`src/design/actis_ram.sv`:
```
module actis_ram #(
    parameter int Width = 8,
    parameter int Depth = 16
) (
    input  logic                     aclk,
    input  logic                     wr_en,
    input  logic [$clog2(Depth)-1:0] wr_addr,
    input  logic [Width-1:0]         wr_data,
    input  logic [$clog2(Depth)-1:0] rd_addr,
    output logic [Width-1:0]         rd_data
);
    logic [Width-1:0] mem [Depth];

    always_ff @(posedge aclk) begin
        if (wr_en) begin
            mem[wr_addr] <= wr_data;
        end
        rd_data <= mem[rd_addr];
    end
endmodule

```
`config.mk`:
```
export PLATFORM = sky130hd
export DESIGN_NAME = actis_ram
export DESIGN_NICKNAME = d
export VERILOG_FILES = /design/src/design/actis_ram.sv
export SDC_FILE = /design/constraint.sdc
export NUM_CORES = 1
export LEC_CHECK = 0
export ABC_AREA = 0
export ABC_CLOCK_PERIOD_IN_PS = 1500
export BUFFER_PORTS_ARGS = -buffer_cell sky130_fd_sc_hd__buf_2
export CAP_MARGIN = 20
export CORE_UTILIZATION = 50
export DETAILED_ROUTE_END_ITERATION = 6
export PLACE_DENSITY = 0.76
export SYNTH_ARGS = -nofsm -noshare
export SYNTH_HDL_FRONTEND = slang
export SYNTH_SLANG_ARGS = --single-unit
```
`constraint.sdc`:
```
create_clock -name aclk -period 1.5 [get_ports aclk]
set_input_delay 0.075 -clock aclk [delete_from_list [all_inputs] [get_ports aclk]]
set_output_delay 0.075 -clock aclk [all_outputs]
set_load 0.05 [all_outputs]
```
==> results.sh <==
export IMPL_outcome="completed"
export IMPL_vias_per_cell=5.61
export IMPL_power_frac_comb_pct=5.6
export IMPL_syn2layout_area_growth_pct=22.1
export IMPL_p_int_mw=7.31
export IMPL_clock_path_buffers=2
export IMPL_drtAntennaViolNets=0
export IMPL_power_share_clock_pct=47.6
export IMPL_cp_required_ns=1.89
export IMPL_place_area_um2=5580
export IMPL_start_kind="flop"
export IMPL_maxSlewHeadroom_pct=75.5
export IMPL_fin_ws_ns=0.133
export IMPL_critPathMaxStageDelay_ns=0.49
export IMPL_swShare_pct=20.0
export IMPL_seqCellArea_um2=4000
export IMPL_synth_area_um2=5150
export IMPL_num_rows=36
export IMPL_arrival_ns=1.76
export IMPL_die_x_um=103
export IMPL_ff2ff_setup_slack_ns=0.13
export IMPL_place_gp_congestion=0.737
export IMPL_grt_pass1_vias=2616
export IMPL_cts_made_buffers=17
export IMPL_synth_cell_types=19
export IMPL_hold_viol_final=0
export IMPL_end_kind="flop"
export IMPL_gr_total_overflow=0
export IMPL_synthFlopType="edfxtp_1"
export IMPL_core_area_um2=9860
export IMPL_power_switching_mw=1.82
export IMPL_clock_latency_ns=0.52
export IMPL_rsz0062_at_grt="false"
export IMPL_ys_seq_area_share_pct=77.8
export IMPL_routedWlPerCell_um=22.0
export IMPL_multi_input_area_um2=1060
export IMPL_finalInstanceArea_um2=6280
export IMPL_fmax_mhz=732
export IMPL_grt_usage_pct=20.8
export IMPL_wl_um=9680
export IMPL_drive_gt1_share_pct=31.3
export IMPL_yosysTopAreaCell="edfxtp_1"
export IMPL_cts_resized=0
export IMPL_worstPathMaxFanout=1
export IMPL_cts_root_buf="clkbuf_8"
export IMPL_cts_tree="done"
export IMPL_ir_drop_mv=1.05
export IMPL_min_path_type="in -> reg"
export IMPL_final_setup_tns_ns=0
export IMPL_synth_top_area_share_pct=74.7
export IMPL_setup_viol=0
export IMPL_final_util_pct=63.7
export IMPL_detail_route_first_pass_iterations=4
export IMPL_htreeDepth=4
export IMPL_io_buffers=25
export IMPL_crit_chain="mux4_2 -> a22oi_1 -> nand2_1"
export IMPL_dp_slack_ns=0.00577
export IMPL_fillers=656
export IMPL_seq_power_share_pct=46.8
export IMPL_ios=26
export IMPL_drv_cap=0
export IMPL_async_reset_ff_share_pct=0
export IMPL_worst_slew_pin_slew_ns=0.368
export IMPL_die_h_um=103
export IMPL_dpl_hpwl_um=6290
export IMPL_diodes=0
export IMPL_worstSetupPathType="reg -> reg"
export IMPL_synthCells=229
export IMPL_final_nets=312
export IMPL_synth_nets=247
export IMPL_clk_pin_slew_ns=0.06
export IMPL_die_area_um2=10700
export IMPL_leakagePower_nw=2.17
export IMPL_yosys_warnings=0
export IMPL_clock_sinks=136
export IMPL_total_power_mw=9.13
export IMPL_synth_edf_count=128
export IMPL_avgSynthCellArea_um2=22.5
export IMPL_grt_pass1_wl_um=14500
export IMPL_grt_start_max_net_pins=21
export IMPL_antenna_found_initial=0
export IMPL_slew_viol_final=0
export IMPL_drcViolationCount=0
export IMPL_slowest_stage="mux4_2"
export IMPL_num_vias=2467
export IMPL_drt_iter0_drc=138
export IMPL_synthTopCellsByArea="edfxtp_1, mux4_2, mux4_1, dfxtp_1, a22oi_1"
export IMPL_period_minus_slack_ns=1.37
export IMPL_initial_core_util_pct=52.2
export IMPL_fin_crit_sh_pct=91.1
export IMPL_power_density_nw_per_um2=1450
export IMPL_ys_seq_elements=136
export IMPL_finalClockSkew_ns=0.0119
## area by class of cell
cell class,instances,share of cell area (%)
well taps,133,2.65
multi-input cells,83,16.9
clock inverters,13,3.21
repair buffers,56,6.81
clock buffers,19,6.71
flip-flops and latches,136,63.7
## worst paths after layout
path                                            to            startpoint  depth (start not counted)
worst min-delay path            rd_data[2]$_DFF_P_            rd_addr[3]                          5
worst max-delay path            rd_data[7]$_DFF_P_  mem[10][7]$_DFFE_PP_                          3
worst max register to register  rd_data[7]$_DFF_P_  mem[10][7]$_DFFE_PP_                          3
worst min register to register  rd_data[2]$_DFF_P_   mem[7][2]$_DFFE_PP_                          3
## critical path, delay by kind of cell (launching register included)
family	cells	cell delay [ns]
flip-flops	1	0.38
AO/OA/AOI/OAI	1	0.26
multiplexers	1	0.49
AND/OR/NAND/NOR	1	0.11
## cells by family after synthesis
| group | Yosys count | share of synthesized area (%) |
|---|---|---|
| AO/OA/AOI/OAI | 16 | 2.33 |
| buffers and inverters | 10 | 1.68 |
| flip-flops | 136 | 77.8 |
| multiplexers | 32 | 15.0 |
| AND/OR/NAND/NOR | 35 | 3.18 |
## through the flow
| stage | hold slack, ns | instances |
|---|---|---|
| after floorplan | 0.174 | 229 |
| after global placement | 0.461 | 400 |
| after detailed placement | 0.474 | 400 |
| after CTS | 0.0814 | 440 |
| after global routing | 0.118 | 440 |
| final | 0.115 | 440 |
## placed cells by master (no fill, tap or decap)
cell	instances
clkinv_4	2
clkinvlp_4	1
clkinv_2	2
bufinv_16	5
edfxtp_1	128
mux4_2	18
buf_12	4
clkinv_1	2
nand2_1	9
dfxtp_1	8
clkbuf_16	16
nand2b_1	2
nand3b_1	2
nor3_2	1
inv_6	1
buf_4	19
mux4_1	14
nor2_1	13
clkbuf_8	1
or3b_2	1
and2b_1	1
nand3_1	1
a22oi_1	16
buf_2	25
clkbuf_1	2
dlygate4sd3_1	8
nor3_1	3
and2_1	1
nor2b_1	1
## what timing repair did
action                     CTS  global route
setup endpoints to repair    0             0
setup buffers                0             0
hold buffers                 8             0
hold endpoints to repair   128             0
## power groups by stage
| stage | sequential (mW) | combinational, mW | clock [mW] |
|---|---|---|---|
| 2_1_floorplan | 4.43 | 0.216 | 0 |
| 4_1_cts | 4.28 | 0.516 | 4.40 |
| 3_5_place_dp | 4.36 | 0.497 | 0 |
| 3_3_place_gp | 4.35 | 0.483 | 0 |
| 6_report | 4.28 | 0.508 | 4.34 |
| 5_1_grt | 4.28 | 0.547 | 4.56 |
## state kept, by name, summed over array words and instances (netlist names)
| register | flops |
|---|---|
| rd_data | 8 |
| mem | 128 |
## per-layer routing
layer	share of wire, %	vias to the layer above	global-route usage, %
li1	-	1107	-
met1	43	1264	27.0
met2	51	92	33.1
met3	6.1	4	6.85
met4	0.43	0	7.48
met5	0	-	0
## cell usage after synthesis, drive strengths merged, types with 2 or more instances
cell type / number
clkdlybuf4s25: 3
nand2b: 2
dfxtp: 8
buf: 7
edfxtp: 128
nor3: 4
nor2: 13
nand3b: 2
mux4: 32
nand2: 9
a22oi: 16
Power figures use the tool's default switching activity.
